## config.mk

```make
export PLATFORM = sky130hd
export DESIGN_NAME = scancode_line_editor
export DESIGN_NICKNAME = d
export VERILOG_FILES = /design/src/sle_pkg.sv /design/src/sle_front.sv /design/src/sle_cmd_fifo.sv /design/src/sle_back.sv /design/src/scancode_line_editor.sv
export VERILOG_INCLUDE_DIRS = /design/src /design/src/src
export SDC_FILE = /design/constraint.sdc
export NUM_CORES = 1
export LEC_CHECK = 0
export ABC_AREA = 1
export BUFFER_PORTS_ARGS = -buffer_cell sky130_fd_sc_hd__buf_4
export CORE_MARGIN = 2
export CORE_UTILIZATION = 45
export CTS_BUF_LIST = sky130_fd_sc_hd__clkbuf_16
export CTS_CLUSTER_SIZE = 24
export DETAILED_ROUTE_END_ITERATION = 6
export PLACE_DENSITY_LB_ADDON = 0.15
export SKIP_LAST_GASP = 1
export SYNTH_ARGS = -nofsm -noshare
export SYNTH_HDL_FRONTEND = slang
export SYNTH_SLANG_ARGS = --single-unit
```

## constraint.sdc

```tcl
create_clock -name aclk -period 3.2 [get_ports aclk]
set_input_delay 0.64 -clock aclk [delete_from_list [all_inputs] [get_ports aclk]]
set_output_delay 0.64 -clock aclk [all_outputs]
set_load 0.02 [all_outputs]
```

## src/scancode_line_editor_assert.svh

```systemverilog
// scancode_line_editor_assert.svh
// assertion macros for the scancode line editor, used by sle_back
// no dependencies; included by sle_back, which carries concurrent checks
`ifndef SCANCODE_LINE_EDITOR_ASSERT_SVH
`define SCANCODE_LINE_EDITOR_ASSERT_SVH

// same-cycle implication, disabled while reset is asserted
`define SLE_ASSERT_NOW(lbl, clk, rstn, ante, cons, msg) \
    lbl: assert property (@(posedge clk) disable iff (!(rstn)) (ante) |-> (cons)) \
        else $error(msg);

// next-cycle implication, disabled while reset is asserted
`define SLE_ASSERT_NEXT(lbl, clk, rstn, ante, cons, msg) \
    lbl: assert property (@(posedge clk) disable iff (!(rstn)) (ante) |=> (cons)) \
        else $error(msg);

`endif

```

## src/sle_pkg.sv

```systemverilog
// sle_pkg.sv
// shared types, result kind codes and the set-1 keymap for the scancode line editor
// no dependencies; imported by every module of the block
`default_nettype none

package sle_pkg;

    // command classes handed from the front to the back
    typedef enum logic [1:0] {
        CMD_CHAR  = 2'd0,
        CMD_BS    = 2'd1,
        CMD_ENTER = 2'd2
    } cmd_op_t;

    typedef struct packed {
        cmd_op_t    op;
        logic [6:0] ch;
    } cmd_t;

    // result kinds
    localparam logic [1:0] KIND_ECHO_CHAR = 2'd0;
    localparam logic [1:0] KIND_ECHO_BS   = 2'd1;
    localparam logic [1:0] KIND_ECHO_NL   = 2'd2;
    localparam logic [1:0] KIND_LINE_CHAR = 2'd3;

    // scancodes and ascii codes with special meaning
    localparam logic [7:0] SC_RELEASE   = 8'h80;
    localparam logic [6:0] SC_CODE_MASK = 7'h7F;
    localparam logic [6:0] SC_LSHIFT    = 7'h2A;
    localparam logic [6:0] SC_RSHIFT    = 7'h36;
    localparam logic [6:0] SC_CAPS      = 7'h3A;
    localparam logic [6:0] SC_MAP_END   = 7'd58;
    localparam logic [6:0] ASCII_BS     = 7'h08;
    localparam logic [6:0] ASCII_LF     = 7'h0A;

    localparam int OUT_DATA_W = 16;
    localparam int OUT_USER_W = 2;

    // keymap: returns {shifted, plain}, zero for unmapped codes
    function automatic logic [13:0] keymap(input logic [5:0] code);
        logic [13:0] r;
        case (code)
            6'd2:  r = {7'h21, 7'h31};
            6'd3:  r = {7'h40, 7'h32};
            6'd4:  r = {7'h23, 7'h33};
            6'd5:  r = {7'h24, 7'h34};
            6'd6:  r = {7'h25, 7'h35};
            6'd7:  r = {7'h5E, 7'h36};
            6'd8:  r = {7'h26, 7'h37};
            6'd9:  r = {7'h2A, 7'h38};
            6'd10: r = {7'h28, 7'h39};
            6'd11: r = {7'h29, 7'h30};
            6'd12: r = {7'h5F, 7'h2D};
            6'd13: r = {7'h2B, 7'h3D};
            6'd14: r = {7'h08, 7'h08};
            6'd15: r = {7'h09, 7'h09};
            6'd16: r = {7'h51, 7'h71};
            6'd17: r = {7'h57, 7'h77};
            6'd18: r = {7'h45, 7'h65};
            6'd19: r = {7'h52, 7'h72};
            6'd20: r = {7'h54, 7'h74};
            6'd21: r = {7'h59, 7'h79};
            6'd22: r = {7'h55, 7'h75};
            6'd23: r = {7'h49, 7'h69};
            6'd24: r = {7'h4F, 7'h6F};
            6'd25: r = {7'h50, 7'h70};
            6'd26: r = {7'h7B, 7'h5B};
            6'd27: r = {7'h7D, 7'h5D};
            6'd28: r = {7'h0A, 7'h0A};
            6'd30: r = {7'h41, 7'h61};
            6'd31: r = {7'h53, 7'h73};
            6'd32: r = {7'h44, 7'h64};
            6'd33: r = {7'h46, 7'h66};
            6'd34: r = {7'h47, 7'h67};
            6'd35: r = {7'h48, 7'h68};
            6'd36: r = {7'h4A, 7'h6A};
            6'd37: r = {7'h4B, 7'h6B};
            6'd38: r = {7'h4C, 7'h6C};
            6'd39: r = {7'h3A, 7'h3B};
            6'd40: r = {7'h22, 7'h27};
            6'd41: r = {7'h7E, 7'h60};
            6'd43: r = {7'h7C, 7'h5C};
            6'd44: r = {7'h5A, 7'h7A};
            6'd45: r = {7'h58, 7'h78};
            6'd46: r = {7'h43, 7'h63};
            6'd47: r = {7'h56, 7'h76};
            6'd48: r = {7'h42, 7'h62};
            6'd49: r = {7'h4E, 7'h6E};
            6'd50: r = {7'h4D, 7'h6D};
            6'd51: r = {7'h3C, 7'h2C};
            6'd52: r = {7'h3E, 7'h2E};
            6'd53: r = {7'h3F, 7'h2F};
            6'd55: r = {7'h2A, 7'h2A};
            6'd57: r = {7'h20, 7'h20};
            default: r = 14'd0;
        endcase
        return r;
    endfunction

endpackage

`default_nettype wire

```

## src/sle_front.sv

```systemverilog
// sle_front.sv
// input side: modifier tracking, set-1 translation and command classification
// depends on sle_pkg
`default_nettype none

module sle_front
    import sle_pkg::*;
(
    input  wire logic       aclk,
    input  wire logic       aresetn,
    input  wire logic       s_axis_tvalid,
    output logic            s_axis_tready,
    input  wire logic [7:0] s_axis_tdata,   // [7:0] scancode
    input  wire logic       q_full,
    output logic            q_push,
    output cmd_t            q_cmd
);

    logic       shift_reg, shift_next;
    logic       caps_reg, caps_next;
    logic       accept;
    logic       cmd_valid;
    logic [6:0] code;
    logic [6:0] ch;
    logic [13:0] map_pair;

    assign s_axis_tready = !q_full;
    assign accept        = s_axis_tvalid && s_axis_tready;
    assign code          = s_axis_tdata[6:0] & SC_CODE_MASK;
    assign map_pair      = keymap(code[5:0]);
    assign ch            = (shift_reg ^ caps_reg) ? map_pair[13:7] : map_pair[6:0];

    // classify the scancode and update the modifier flags
    always_comb begin
        shift_next = shift_reg;
        caps_next  = caps_reg;
        cmd_valid  = 1'b0;
        q_cmd.op   = CMD_CHAR;
        q_cmd.ch   = ch;
        if ((s_axis_tdata & SC_RELEASE) != 8'd0) begin
            if (code == SC_LSHIFT || code == SC_RSHIFT) begin
                shift_next = 1'b0;
            end
        end else if (code == SC_LSHIFT || code == SC_RSHIFT) begin
            shift_next = 1'b1;
        end else if (code == SC_CAPS) begin
            caps_next = !caps_reg;
        end else if (code < SC_MAP_END && ch != 7'd0) begin
            cmd_valid = 1'b1;
            if (ch == ASCII_LF) begin
                q_cmd.op = CMD_ENTER;
            end else if (ch == ASCII_BS) begin
                q_cmd.op = CMD_BS;
            end
        end
    end

    assign q_push = accept && cmd_valid;

    // modifier flags change only on a transfer
    always_ff @(posedge aclk) begin
        if (!aresetn) begin
            shift_reg <= 1'b0;
            caps_reg  <= 1'b0;
        end else if (accept) begin
            shift_reg <= shift_next;
            caps_reg  <= caps_next;
        end
    end

endmodule

`default_nettype wire

```

## src/sle_cmd_fifo.sv

```systemverilog
// sle_cmd_fifo.sv
// two-entry command queue between the front and the back
// depends on sle_pkg
`default_nettype none

module sle_cmd_fifo
    import sle_pkg::*;
(
    input  wire logic aclk,
    input  wire logic aresetn,
    input  wire logic push,
    input  wire cmd_t push_cmd,
    output logic      full,
    input  wire logic pop,
    output cmd_t      pop_cmd,
    output logic      empty
);

    cmd_t       slot_reg [2];
    logic       wr_ptr_reg, wr_ptr_next;
    logic       rd_ptr_reg, rd_ptr_next;
    logic [1:0] count_reg, count_next;

    assign full    = (count_reg == 2'd2);
    assign empty   = (count_reg == 2'd0);
    assign pop_cmd = slot_reg[rd_ptr_reg];

    // pointer and occupancy update
    always_comb begin
        wr_ptr_next = wr_ptr_reg;
        rd_ptr_next = rd_ptr_reg;
        count_next  = count_reg;
        if (push) begin
            wr_ptr_next = !wr_ptr_reg;
        end
        if (pop) begin
            rd_ptr_next = !rd_ptr_reg;
        end
        if (push && !pop) begin
            count_next = count_reg + 2'd1;
        end else if (pop && !push) begin
            count_next = count_reg - 2'd1;
        end
    end

    always_ff @(posedge aclk) begin
        if (!aresetn) begin
            wr_ptr_reg <= 1'b0;
            rd_ptr_reg <= 1'b0;
            count_reg  <= 2'd0;
        end else begin
            wr_ptr_reg <= wr_ptr_next;
            rd_ptr_reg <= rd_ptr_next;
            count_reg  <= count_next;
        end
    end

    // payload slots
    always_ff @(posedge aclk) begin
        if (push) begin
            slot_reg[wr_ptr_reg] <= push_cmd;
        end
    end

endmodule

`default_nettype wire

```

## src/sle_back.sv

```systemverilog
// sle_back.sv
// execution side: line buffer, fill count, echo and line emission, limit register
// depends on sle_pkg and scancode_line_editor_assert.svh
`default_nettype none
`include "scancode_line_editor_assert.svh"

module sle_back
    import sle_pkg::*;
#(
    parameter int LINE_MAX = 64
) (
    input  wire logic                  aclk,
    input  wire logic                  aresetn,
    input  wire logic                  cfg_we,
    input  wire logic [6:0]            cfg_wdata,
    input  wire logic                  q_empty,
    input  wire cmd_t                  q_cmd,
    output logic                       q_pop,
    output logic                       m_axis_tvalid,
    input  wire logic                  m_axis_tready,
    output logic [OUT_DATA_W-1:0]      m_axis_tdata,
    output logic [OUT_USER_W-1:0]      m_axis_tuser,
    output logic                       m_axis_tlast
);

    localparam int DEPTH = LINE_MAX - 1;
    localparam int FW    = $clog2(LINE_MAX);
    localparam int AW    = (LINE_MAX > 2) ? $clog2(LINE_MAX - 1) : 1;
    localparam logic [6:0] LIM_MAX = 7'(LINE_MAX);
    localparam logic [6:0] LIM_MIN = 7'd2;

    typedef enum logic [3:0] {
        ST_IDLE = 4'b0001,
        ST_ECHO = 4'b0010,
        ST_READ = 4'b0100,
        ST_LINE = 4'b1000
    } state_t;

    state_t          state_reg, state_next;
    logic [6:0]      limit_reg;
    logic [FW-1:0]   fill_reg, fill_next;
    logic [FW-1:0]   flush_len_reg, flush_len_next;
    logic [AW-1:0]   rd_idx_reg, rd_idx_next;
    logic [FW-1:0]   cap;
    logic [FW-1:0]   fill_inc;
    logic            taken;

    logic            out_valid_reg, out_valid_next;
    logic [1:0]      out_kind_reg, out_kind_next;
    logic [6:0]      out_char_reg, out_char_next;
    logic            out_end_reg, out_end_next;
    logic [FW-1:0]   out_len_reg, out_len_next;
    logic            out_last_reg, out_last_next;
    logic            load_line;

    logic            mem_we;
    logic [AW-1:0]   mem_wa;
    logic [6:0]      mem_wd;
    logic [6:0]      line_mem [DEPTH];

    // capacity from the saturated limit
    always_comb begin
        if (limit_reg < LIM_MIN) begin
            cap = FW'(LIM_MIN - 7'd1);
        end else if (limit_reg > LIM_MAX) begin
            cap = FW'(LIM_MAX - 7'd1);
        end else begin
            cap = FW'(limit_reg - 7'd1);
        end
    end

    assign fill_inc = fill_reg + FW'(1);
    assign taken    = out_valid_reg && m_axis_tready;
    assign q_pop    = (state_reg == ST_IDLE) && !q_empty;

    // command execution and line emission sequencer
    always_comb begin
        state_next     = state_reg;
        fill_next      = fill_reg;
        flush_len_next = flush_len_reg;
        rd_idx_next    = rd_idx_reg;
        out_valid_next = out_valid_reg;
        out_kind_next  = out_kind_reg;
        out_char_next  = out_char_reg;
        out_end_next   = out_end_reg;
        out_len_next   = out_len_reg;
        out_last_next  = out_last_reg;
        load_line      = 1'b0;
        mem_we         = 1'b0;
        mem_wa         = fill_reg[AW-1:0];
        mem_wd         = q_cmd.ch;
        case (state_reg)
            ST_IDLE: begin
                if (q_pop) begin
                    out_char_next  = q_cmd.ch;
                    out_end_next   = 1'b0;
                    out_len_next   = '0;
                    out_last_next  = 1'b1;
                    flush_len_next = '0;
                    case (q_cmd.op)
                        CMD_ENTER: begin
                            out_valid_next = 1'b1;
                            out_kind_next  = KIND_ECHO_NL;
                            out_char_next  = ASCII_LF;
                            out_end_next   = 1'b1;
                            out_len_next   = fill_reg;
                            out_last_next  = (fill_reg == '0);
                            flush_len_next = fill_reg;
                            fill_next      = '0;
                            state_next     = ST_ECHO;
                        end
                        CMD_BS: begin
                            // backspace on an empty line is dropped
                            if (fill_reg != '0) begin
                                out_valid_next = 1'b1;
                                out_kind_next  = KIND_ECHO_BS;
                                out_char_next  = ASCII_BS;
                                fill_next      = fill_reg - FW'(1);
                                state_next     = ST_ECHO;
                            end
                        end
                        CMD_CHAR: begin
                            out_valid_next = 1'b1;
                            out_kind_next  = KIND_ECHO_CHAR;
                            state_next     = ST_ECHO;
                            if (fill_reg >= cap) begin
                                // line already full after a limit change: not stored
                                out_end_next   = 1'b1;
                                out_len_next   = fill_reg;
                                out_last_next  = 1'b0;
                                flush_len_next = fill_reg;
                                fill_next      = '0;
                            end else begin
                                mem_we = 1'b1;
                                if (fill_inc >= cap) begin
                                    out_end_next   = 1'b1;
                                    out_len_next   = fill_inc;
                                    out_last_next  = 1'b0;
                                    flush_len_next = fill_inc;
                                    fill_next      = '0;
                                end else begin
                                    fill_next = fill_inc;
                                end
                            end
                        end
                        default: begin
                            state_next = ST_IDLE;
                        end
                    endcase
                end
            end
            ST_ECHO: begin
                if (taken) begin
                    out_valid_next = 1'b0;
                    rd_idx_next    = '0;
                    state_next     = (flush_len_reg != '0) ? ST_READ : ST_IDLE;
                end
            end
            ST_READ: begin
                load_line      = 1'b1;
                out_valid_next = 1'b1;
                out_kind_next  = KIND_LINE_CHAR;
                out_end_next   = 1'b0;
                out_len_next   = '0;
                out_last_next  = ((FW'(rd_idx_reg) + FW'(1)) == flush_len_reg);
                state_next     = ST_LINE;
            end
            ST_LINE: begin
                if (taken) begin
                    out_valid_next = 1'b0;
                    if (out_last_reg) begin
                        state_next = ST_IDLE;
                    end else begin
                        rd_idx_next = rd_idx_reg + AW'(1);
                        state_next  = ST_READ;
                    end
                end
            end
            default: begin
                state_next = ST_IDLE;
            end
        endcase
    end

    // control registers
    always_ff @(posedge aclk) begin
        if (!aresetn) begin
            state_reg     <= ST_IDLE;
            limit_reg     <= 7'd64;
            fill_reg      <= '0;
            flush_len_reg <= '0;
            rd_idx_reg    <= '0;
            out_valid_reg <= 1'b0;
        end else begin
            state_reg     <= state_next;
            fill_reg      <= fill_next;
            flush_len_reg <= flush_len_next;
            rd_idx_reg    <= rd_idx_next;
            out_valid_reg <= out_valid_next;
            if (cfg_we) begin
                limit_reg <= cfg_wdata;
            end
        end
    end

    // line buffer with registered read into the output character
    always_ff @(posedge aclk) begin
        if (mem_we) begin
            line_mem[mem_wa] <= mem_wd;
        end
        if (load_line) begin
            out_char_reg <= line_mem[rd_idx_reg];
        end else begin
            out_char_reg <= out_char_next;
        end
        out_kind_reg <= out_kind_next;
        out_end_reg  <= out_end_next;
        out_len_reg  <= out_len_next;
        out_last_reg <= out_last_next;
    end

    assign m_axis_tvalid = out_valid_reg;
    assign m_axis_tuser  = out_kind_reg;
    assign m_axis_tlast  = out_last_reg;
    assign m_axis_tdata  = {2'b00, 6'(out_len_reg), out_end_reg, out_char_reg};

    // a line is emitted only after the fill count has been cleared
    `SLE_ASSERT_NOW(a_flush_fill_clear, aclk, aresetn, (state_reg == ST_READ || state_reg == ST_LINE), (fill_reg == '0), "fill count not cleared during line emission")
    // a command is never taken while a result is still pending
    `SLE_ASSERT_NOW(a_pop_no_pending, aclk, aresetn, q_pop, !out_valid_reg, "command popped with a result pending")
    // the final result of a command returns the sequencer to idle
    `SLE_ASSERT_NEXT(a_last_to_idle, aclk, aresetn, (taken && out_last_reg), (state_reg == ST_IDLE), "sequencer not idle after final result")
    // line characters are read only from written entries
    `SLE_ASSERT_NOW(a_read_in_line, aclk, aresetn, (state_reg == ST_READ), (FW'(rd_idx_reg) < flush_len_reg), "line read beyond stored length")

endmodule

`default_nettype wire

```

## src/scancode_line_editor.sv

```systemverilog
// Scancode line editor: takes set-1 scancode bytes, tracks shift and caps lock,
// translates keys to ASCII and collects them into a line buffer, echoing each
// key and emitting the finished line character by character. A scancode is
// taken by the front and queued in a two-entry command queue; the back picks up
// a command only when idle, sends the echo transfer, and for a completed line
// reads each stored character from the line buffer, then transfers it, while
// the front keeps taking scancodes as long as the queue has room. The line
// buffer needs no clearing after reset. line_limit is written through cfg_we /
// cfg_wdata and is saturated to 2..LINE_MAX.
// depends on sle_pkg, sle_front, sle_cmd_fifo, sle_back
`default_nettype none

module scancode_line_editor
    import sle_pkg::*;
#(
    parameter int LINE_MAX = 64
) (
    input  wire logic                  aclk,
    input  wire logic                  aresetn,
    input  wire logic                  cfg_we,
    input  wire logic [6:0]            cfg_wdata,   // line_limit
    input  wire logic                  s_axis_tvalid,
    output logic                       s_axis_tready,
    input  wire logic [7:0]            s_axis_tdata,  // [7:0] scancode
    output logic                       m_axis_tvalid,
    input  wire logic                  m_axis_tready,
    output logic [OUT_DATA_W-1:0]      m_axis_tdata,  // [6:0] char_code, [7] line_end,
                                                      // [13:8] line_length, [15:14] zero
    output logic [OUT_USER_W-1:0]      m_axis_tuser,  // [1:0] kind
    output logic                       m_axis_tlast   // last result of a scancode
);

    logic q_push, q_pop, q_full, q_empty;
    cmd_t push_cmd, pop_cmd;

    // front: modifiers and translation
    sle_front u_front (
        .aclk          (aclk),
        .aresetn       (aresetn),
        .s_axis_tvalid (s_axis_tvalid),
        .s_axis_tready (s_axis_tready),
        .s_axis_tdata  (s_axis_tdata),
        .q_full        (q_full),
        .q_push        (q_push),
        .q_cmd         (push_cmd)
    );

    // command queue
    sle_cmd_fifo u_fifo (
        .aclk     (aclk),
        .aresetn  (aresetn),
        .push     (q_push),
        .push_cmd (push_cmd),
        .full     (q_full),
        .pop      (q_pop),
        .pop_cmd  (pop_cmd),
        .empty    (q_empty)
    );

    // back: line buffer and result generation
    sle_back #(
        .LINE_MAX (LINE_MAX)
    ) u_back (
        .aclk          (aclk),
        .aresetn       (aresetn),
        .cfg_we        (cfg_we),
        .cfg_wdata     (cfg_wdata),
        .q_empty       (q_empty),
        .q_cmd         (pop_cmd),
        .q_pop         (q_pop),
        .m_axis_tvalid (m_axis_tvalid),
        .m_axis_tready (m_axis_tready),
        .m_axis_tdata  (m_axis_tdata),
        .m_axis_tuser  (m_axis_tuser),
        .m_axis_tlast  (m_axis_tlast)
    );

endmodule

`default_nettype wire

```

==> flow_summary.toml, run 1 <==
[min_path]
hp-class = "in2reg"

[setup_path]
cp.required_ps = 3490
cp_max_fo = 8
cp-start-kind = "flip-flop"
worstPathArrival_ps = 3350
crit_path_end_kind = "flip-flop"
critical_path_class = "reg2reg"

[sta]
slew_viol_final = 0
worst_pin_slew_ps = 1130
fin_skew_ps = 37.1
setup_violations = 0
fin_crit_ps = 3060
timing.final.crit_share = 0.956
relSlewSlack = 0.243
setup_slack_ps = 139
max_freq_mhz = 327
rsz0062_at_grt = "true"
final_hold_viol_count = 0

[synthesis]
syn_inst = 2140
synth_cell_types = 51
yosysSeqAreaShare = 0.654
async_reset_ff_frac = 0
synth_ff_type = "edfxtp_1"
avgSynthCellArea_um2 = 10.8
ys_warn_count = 0
synth_seq_cells = 519
netlist_area_um2 = 23200
synth-edff-count = 476

[finish]
multi_input_area_um2 = 7110
diodes = 0
syn2layout_area_growth_pct = 15.9
ff_latch_area_um2 = 15200
largest_reg_flops = 441
fin_nets = 2307
drive_gt1_frac = 0.157
nFillCells = 4510

[power]
clkPwrFrac = 0.351
seqPwrFrac = 0.468
comb_power_share = 0.182
leakage_nw = 9.83
power.total_mw = 17.9
power.switching_mw = 5.13
p_per_area_nw_per_um2 = 668
swShare = 0.286
worst_ir_drop_vdd_mv = 0.636
p_int_mw = 12.8

[floorplan]
core_area_um2 = 51100
die_y_um = 231
die_width_um = 231
io_pins = 41
start_util = 0.454
placementRows = 83
dieArea_um2 = 53300

[clocking]
cts_htree_levels = 2
insertion_delay_ps = 610
numCtsBuffers = 54
clockBufferDepth = 3
cts_tree = "yes"
root_buffer = "clkbuf_16"
clock_sinks = 519
path_clk_slew_ps = 60

[drt]
route.detailed.drc = 0
drt_iter0_markers = 1740
wl_met3_um = 3980
route.antenna.remaining_nets = 0
vias_per_cell = 5.64
routed.top_layer = "met5"
wl_met1_um = 27800
post_drt_wl_per_cell_um = 21.1
vias = 16750
routed_wl_um = 62600
met2_length_um = 29000
dr.pass1.iters = 6

[run]
maxCapViolCount = 0

[grt]
grt-ovfl-total = 0
grt_max_degree = 112
grt_pass1_vias = 16409
track_usage = 0.235
grt_pass1_wl_um = 96000
antenna_found_initial = 1

[placed_design]
gp_congestion = 0.902
io_buffers = 38
dpl_worst_slack_ps = -115
hpwl_um = 40600

[status]
status = "finished, final reports clean"
-- metrics by stage --
step                utilization  TNS, ps  hold slack (ps)  cells  instance area, um^2
detailed placement        0.485    -1470              445   2868                24800
floorplan                     -    -1590              426   2141                23200
finish                    0.526        0              248   2972                26900
CTS                       0.520        0              218   2966                26600
global route              0.526   -13770              234   2972                26900
global placement          0.485     -267              433   2868                24800
-- synthesized netlist by cell type, types with 11 or more instances --
cell | count | share of area
o22ai_1 | 103 | 0.028
edfxtp_1 | 476 | 0.62
ha_1 | 37 | 0.020
buf_4 | 22 | 0.0071
nand2_1 | 366 | 0.059
nand3_1 | 162 | 0.035
clkbuf_1 | 44 | 0.0071
dfxtp_1 | 43 | 0.037
inv_1 | 84 | 0.014
nor2_1 | 308 | 0.050
buf_2 | 33 | 0.0071
o21ai_1 | 13 | 0.0028
buf_6 | 14 | 0.0068
a21oi_1 | 60 | 0.013
o21ai_0 | 235 | 0.051
nand3_2 | 11 | 0.0048
xor2_1 | 11 | 0.0042
nor3_1 | 16 | 0.0035
-- path summary, 6_finish.rpt --
path	startpoint	to	depth (start not counted)	slack (ps)
min	s_axis_tdata[7]	u_front.shift_reg$_SDFFE_PN0P_	2	250
min reg2reg	u_fifo.rd_ptr_reg$_SDFFE_PN0P_	u_fifo.rd_ptr_reg$_SDFFE_PN0P_	1	450
max	u_back.limit_reg[2]$_SDFFE_PN0P_	u_back.line_mem[42][2]$_DFFE_PP_	18	140
max reg2reg	u_back.limit_reg[2]$_SDFFE_PN0P_	u_back.line_mem[42][2]$_DFFE_PP_	18	140
-- layout by cell type, fill, tap and decap left out, drive strengths merged, types with 4 or more instances in the layout --
cell      synthesis  routed
a21oi            61      61
nand3           173     173
bufinv            0       7
inv              96     104
mux2              6       6
o22ai           104     104
nand2           381     381
o21ai           249     249
xor2             11      11
dfxtp            43      43
nor3             16      16
clkinv            2      23
clkbuf           44      55
nand4            14      14
nor2            316     316
ha               37      37
buf              77     173
clkinvlp          0       8
nor4              4       4
edfxtp          476     476
o211ai            6       6
-- per-layer routing --
| metal | up-vias | GRT usage |
|---|---|---|
| met5 | - | 0 |
| met4 | 2 | 0.0702 |
| met3 | 112 | 0.0400 |
| met2 | 653 | 0.379 |
| met1 | 8184 | 0.327 |
| li1 | 7799 | - |
-- logic make-up (layout without fill, tap and decap cells) --
family / after synthesis / count (layout) / share of synthesized area
buffers and inverters: 219 / 370 / 0.0471
XOR/XNOR: 14 / 14 / 0.00529
AND/OR/NAND/NOR: 909 / 909 / 0.167
flip-flops: 519 / 519 / 0.654
multiplexers: 6 / 6 / 0.00292
adder cells (fa/ha/maj): 37 / 37 / 0.0200
other: 1 / 2 / 0.000162
AO/OA/AOI/OAI: 435 / 435 / 0.103
-- area by class of cell --
class | count | share of cell area
sequential | 519 | 0.565
multi-input combinational | 1403 | 0.265
timing repair buffer | 173 | 0.0580
clock buffer | 55 | 0.0513
tap | 680 | 0.0317
clock inverter | 43 | 0.0148
inverter | 98 | 0.0144
timing repair inverter | 1 | 0.000280
-- critical path, stage by stage, from the launching register on --
cell,delay (ps)
dfxtp_4,360
nor2_4,110
nand2_2,80
nor3_4,210
a21oi_2,110
buf_4,150
o21ai_4,170
ha_4,220
nand2_2,60
inv_1,50
o211ai_1,110
nand3_1,140
nor2_2,150
nand2_2,130
clkinvlp_4,170
nand4_4,120
buf_12,170
nor2_2,100
buf_6,150
-- power by group through the flow --
stage	registers [mW]	clock network (mW)	logic [mW]
after floorplan	8.57	0	1.63
after global placement	8.51	0	3.17
after detailed placement	8.51	0	3.16
after CTS	8.38	6.38	3.18
after global routing	8.41	6.67	3.57
final	8.39	6.29	3.26
-- what timing repair did --
item	4_1_cts	5_1_grt
pin swaps	0	10
setup endpoints to repair	208	451
gates cloned	0	1
buffers inserted	0	5
resized for setup	5	67
hold buffers	0	0
(Power assumes the default switching activity.)
==> run 2, diff against run 1 <==
- CELL_PAD_IN_SITES_DETAIL_PLACEMENT: not set -> 1
- CELL_PAD_IN_SITES_GLOBAL_PLACEMENT: not set -> 1
- CORE_UTILIZATION: 45 -> 46
==> flow_summary.toml, run 2 (synthesis gave the netlist of run 1 again) <==
[setup_path]
path_cells = "nor2_4, nand2_2, nor3_4, a21oi_4, inv_1, nand2_1, nand2_2, ha_4, inv_1, nor2_1, o211ai_1, nand3_1, nor2_2, nand2_2, clkinv_4, nand4_2, buf_6, nor2_1, buf_4"
slowest_stage = "dfxtp_4"
cp_max_fo = 5
cp_common_cell = "nand2_2"
cp.required_ps = 3500
cp-start-kind = "flip-flop"
timing.rr.end = "u_back.line_mem[58][3]$_DFFE_PP_"
reg2reg_depth = 19
worstPathArrival_ps = 3500
critical_path_class = "reg2reg"
cpLargestDelayFamily = "simple AND/OR/NAND/NOR gates"
critPathMaxStageDelay_ps = 350
crit_path_end_kind = "flip-flop"
reg2reg_slack_ps = 9
path_buf_inv = 5
r2r-start = "u_back.limit_reg[2]$_SDFFE_PN0P_"

[sta]
rsz0062_at_grt = "true"
worst_pin_slew_ps = 926
timing.final.crit_share = 0.997
max_freq_mhz = 313
fin_crit_ps = 3190
setup_slack_ps = 8.52
final_hold_viol_count = 0
relSlewSlack = 0.382
fin_skew_ps = 24.6
setup_violations = 0
slew_viol_final = 0

[placed_design]
hpwl_um = 43400
io_buffers = 38
gp_congestion = 0.865
dpl_worst_slack_ps = -111

[power]
p_per_area_nw_per_um2 = 674
leakage_nw = 9.91
worst_ir_drop_vdd_mv = 0.714

[clocking]
numCtsBuffers = 54
path_clk_slew_ps = 60
clockBufferDepth = 3
clock_sinks = 519
hold_buffers = 0
root_buffer = "clkbuf_16"
cts_tree = "yes"
cts_htree_levels = 2
insertion_delay_ps = 610

[min_path]
holdPathEnd = "u_back.limit_reg[6]$_SDFFE_PN1P_"
worst_hold_startpoint = "cfg_wdata[6]"
hp-class = "in2reg"
hold_depth = 3

[finish]
layout_commonest_cell = "edfxtp_1"
fin_nets = 2315
diodes = 0
postLayoutCoreUtil = 0.538
syn2layout_area_growth_pct = 16.1
largest_reg_flops = 441
final_cell_mix = "476 x edfxtp_1, 362 x nand2_1, 287 x nor2_1"
drive_gt1_frac = 0.159

[drt]
vias_per_cell = 5.68
route.detailed.drc = 0
drt_iter0_markers = 1590
routed_wl_um = 67900
route.antenna.remaining_nets = 0
post_drt_wl_per_cell_um = 22.8
dr.pass1.iters = 5
vias = 16900

[grt]
grt-busiest-layer = "met2"
antenna_found_initial = 0
met3_usage = 0.0347
grt_max_degree = 72
grt-ovfl-total = 0
grt_pass1_vias = 17759
track_usage = 0.261
grt.met2_usage = 0.437
use_met1 = 0.356
grt_pass1_wl_um = 105000

[floorplan]
die_y_um = 228
core_area_um2 = 50000
die_width_um = 228
placementRows = 82
start_util = 0.464
dieArea_um2 = 52200
io_pins = 41

[status]
status = "finished, final reports clean"

[run]
maxCapViolCount = 0
==> run 2: changes by cell type in the layout (fill, tap and decap cells not counted), sizes merged <==
| cell | change |
|---|---|
| buf | +8 |
| clkinv | +5 |
| clkinvlp | -4 |
| clkbuf | +2 |
| inv | -1 |
==> run 2: per-layer routing <==
metal	wire (um)	vias up
li1	-	7821
met5	0	-
met2	32900	533
met1	29500	8445
met4	1490	0
met3	4020	101
==> run 2: repair_timing <==
| action | 4_1_cts | 5_1_grt |
|---|---|---|
| gates cloned | 1 | 0 |
| resized for setup | 5 | 61 |
| pin swaps | 1 | 6 |
| setup endpoints to repair | 381 | 450 |
| buffers inserted | 1 | 10 |
==> run 2: worst max path at each step <==
stage	start	endpoint	cells past startpoint
after floorplan	u_back.limit_reg[0]$_SDFFE_PN0P_	u_back.line_mem[28][0]$_DFFE_PP_	17
after global placement	u_back.limit_reg[0]$_SDFFE_PN0P_	u_back.line_mem[58][3]$_DFFE_PP_	19
after detailed placement	u_back.limit_reg[0]$_SDFFE_PN0P_	u_back.line_mem[43][6]$_DFFE_PP_	19
after CTS	u_back.limit_reg[0]$_SDFFE_PN0P_	u_back.line_mem[43][6]$_DFFE_PP_	19
after global routing	u_back.limit_reg[2]$_SDFFE_PN0P_	u_back.line_mem[18][1]$_DFFE_PP_	19
final	u_back.limit_reg[2]$_SDFFE_PN0P_	u_back.line_mem[58][3]$_DFFE_PP_	19
==> run 2: layout make-up <==
type / instances / area (um^2)
Sequential cell: 519 / 15200
Fill cell: 5424 / 23100
Timing Repair Buffer: 181 / 1550
Clock inverter: 43 / 398
Multi-Input combinational cell: 1403 / 7120
Timing Repair inverter: 1 / 7.51
Clock buffer: 57 / 1430
Inverter: 98 / 389
Tap cell: 672 / 841
==> run 2: report_power, final <==
part           internal [mW]  switching [mW]  leakage, nW
Combinational          0.896            2.44         4.34
Clock                   3.78            2.65        0.923
Sequential              8.21           0.146         4.65
==> run 2: tightest hold or removal path, cell delays in order <==
cell     delay [ps]
buf_4            80
a21oi_1          50
o21ai_0          60
==> run 2: through the flow <==
| stage | instance area (um^2) | TNS [ps] | total power, mW | hold WS, ps | std cells |
|---|---|---|---|---|---|
| after floorplan | 23200 | -1590 | 10.2 | 426 | 2141 |
| after global placement | 24700 | 0 | 11.7 | 434 | 2862 |
| after detailed placement | 24700 | -14700 | 11.7 | 448 | 2862 |
| after CTS | 26600 | 0 | 18.1 | 225 | 2964 |
| after global routing | 26900 | -71640 | 18.8 | 248 | 2974 |
| final | 26900 | 0 | 18.1 | 250 | 2974 |
==> run 3, diff against run 2 <==
- BUFFER_PORTS_ARGS: -buffer_cell sky130_fd_sc_hd__buf_4 -> not set
- DONT_BUFFER_PORTS: not set -> 1
==> flow_summary.toml, run 3 (synthesis gave the netlist of run 1 again) <==
[floorplan]
die_y_um = 228
core_area_um2 = 50000
io_pins = 41
die_width_um = 228
start_util = 0.464
placementRows = 82
dieArea_um2 = 52200

[placed_design]
io_buffers = 0
gp_congestion = 0.911
placed_area_um2 = 24400
hpwl_um = 43800

[drt]
post_drt_wl_per_cell_um = 23.5
routed_wl_um = 68600
vias = 16676
vias_per_cell = 5.71
route.detailed.drc = 0
drt_iter0_markers = 1271
route.antenna.remaining_nets = 0
dr.pass1.iters = 5

[grt]
grt_pass1_vias = 17651
track_usage = 0.263
antenna_found_initial = 0
grt-ovfl-total = 0
grt_pass1_wl_um = 104000
grt_max_degree = 148

[clocking]
root_buffer = "clkbuf_16"
cts_tree = "yes"
insertion_delay_ps = 620
numCtsBuffers = 53
clockBufferDepth = 3
clock_sinks = 519
path_clk_slew_ps = 60
cts_htree_levels = 2

[finish]
layout_commonest_cell = "edfxtp_1"
largest_reg_flops = 441
design_area_um2 = 26700
syn2layout_area_growth_pct = 15.1
fin_nets = 2260
diodes = 0
postLayoutCoreUtil = 0.534
drive_gt1_frac = 0.149
final_cell_mix = "476 x edfxtp_1, 359 x nand2_1, 266 x nor2_1"

[power]
worst_ir_drop_vdd_mv = 0.728
p_per_area_nw_per_um2 = 662
leakage_nw = 9.63

[run]
maxCapViolCount = 0

[sta]
fin_crit_ps = 3140
rsz0062_at_grt = "true"
relSlewSlack = 0.229
final_hold_viol_count = 0
worst_pin_slew_ps = 1160
timing.final.crit_share = 0.982
slew_viol_final = 0
fin_skew_ps = 28.8
max_freq_mhz = 318
setup_tns_ps = 0
setup_violations = 0

[setup_path]
critical_path_class = "reg2reg"
reg2reg_slack_ps = 60
cp.required_ps = 3500
cp-start-kind = "flip-flop"
crit_path_end_kind = "flip-flop"
cp_max_fo = 8
worstPathArrival_ps = 3450

[status]
status = "finished, final reports clean"

[min_path]
hp-class = "in2reg"
run 3: cell types whose count changed in the layout (fill, tap and decap cells not counted), moves of 3 or more:
cell / before / now
buf_4: 157 / 76
buf_6: 12 / 37
clkinv_1: 12 / 21
dfxtp_1: 39 / 36
inv_1: 90 / 86
nand2_1: 362 / 359
nand2_2: 14 / 17
nor2_1: 287 / 266
nor2_2: 24 / 29
nor2_4: 5 / 21
run 3: report_power, final:
group / internal (mW) / switching (mW)
Combinational: 0.747 / 2.23
Clock: 3.57 / 2.57
Sequential: 8.21 / 0.326
Total: 12.5 / 5.13
run 3: worst paths after layout:
kind                                                       start                               end  cells past startpoint
worst max-delay path            u_back.limit_reg[2]$_SDFFE_PN0P_  u_back.line_mem[51][4]$_DFFE_PP_                     19
worst min-delay path                             s_axis_tdata[7]    u_front.shift_reg$_SDFFE_PN0P_                      1
worst max register to register  u_back.limit_reg[2]$_SDFFE_PN0P_  u_back.line_mem[51][4]$_DFFE_PP_                     19
worst min register to register    u_fifo.rd_ptr_reg$_SDFFE_PN0P_                         flip-flop                      1
run 3: worst max-delay path, cell delays in order, from the launching register on:
cell and delay [ps]:
dfxtp_4 360, nor2_4 90, nand2_2 70, nor3_4 250, a21oi_4 110, inv_1 90
nand2_1 70, nand2_2 90, ha_4 220, inv_1 60, nor2_1 40, o211ai_1 210
nand3_1 160, nor2_2 170, nand2_2 130, clkinv_4 130, nand4_4 100, buf_12 190
nor2_1 100, buf_4 190
run 3: layout make-up:
class,count,area (um^2)
Sequential cell,519,15200
Tap cell,672,841
Inverter,98,389
Multi-Input combinational cell,1403,7280
Timing Repair Buffer,127,1270
Fill cell,5344,23300
Timing Repair inverter,1,7.51
Clock inverter,43,342
Clock buffer,55,1380
run 3: repair_timing:
item / CTS / global route
gates cloned: 1 / 0
resized for setup: 9 / 127
hold buffers: 0 / 0
pin swaps: 1 / 11
endpoints found under the setup margin: 427 / 451
setup buffers: 0 / 6
endpoints found under the hold margin: 0 / 0
run 3: stage by stage:
stage | hold slack [ps] | instances | setup WS, ps | total power, mW
global route | 115 | 2918 | -133 | 18.3
CTS | 91.7 | 2912 | 25.5 | 17.7
floorplan | 426 | 2141 | -113 | 10.2
finish | 126 | 2918 | 58.5 | 17.7
detailed placement | 453 | 2813 | -167 | 11.5
global placement | 436 | 2813 | 41.3 | 11.4
run 3: layer usage:
layer / global-route usage / routed length [um]
met5: 0 / 0
met4: 0.0960 / 2140
met3: 0.0428 / 3700
met2: 0.445 / 33600
met1: 0.341 / 29200
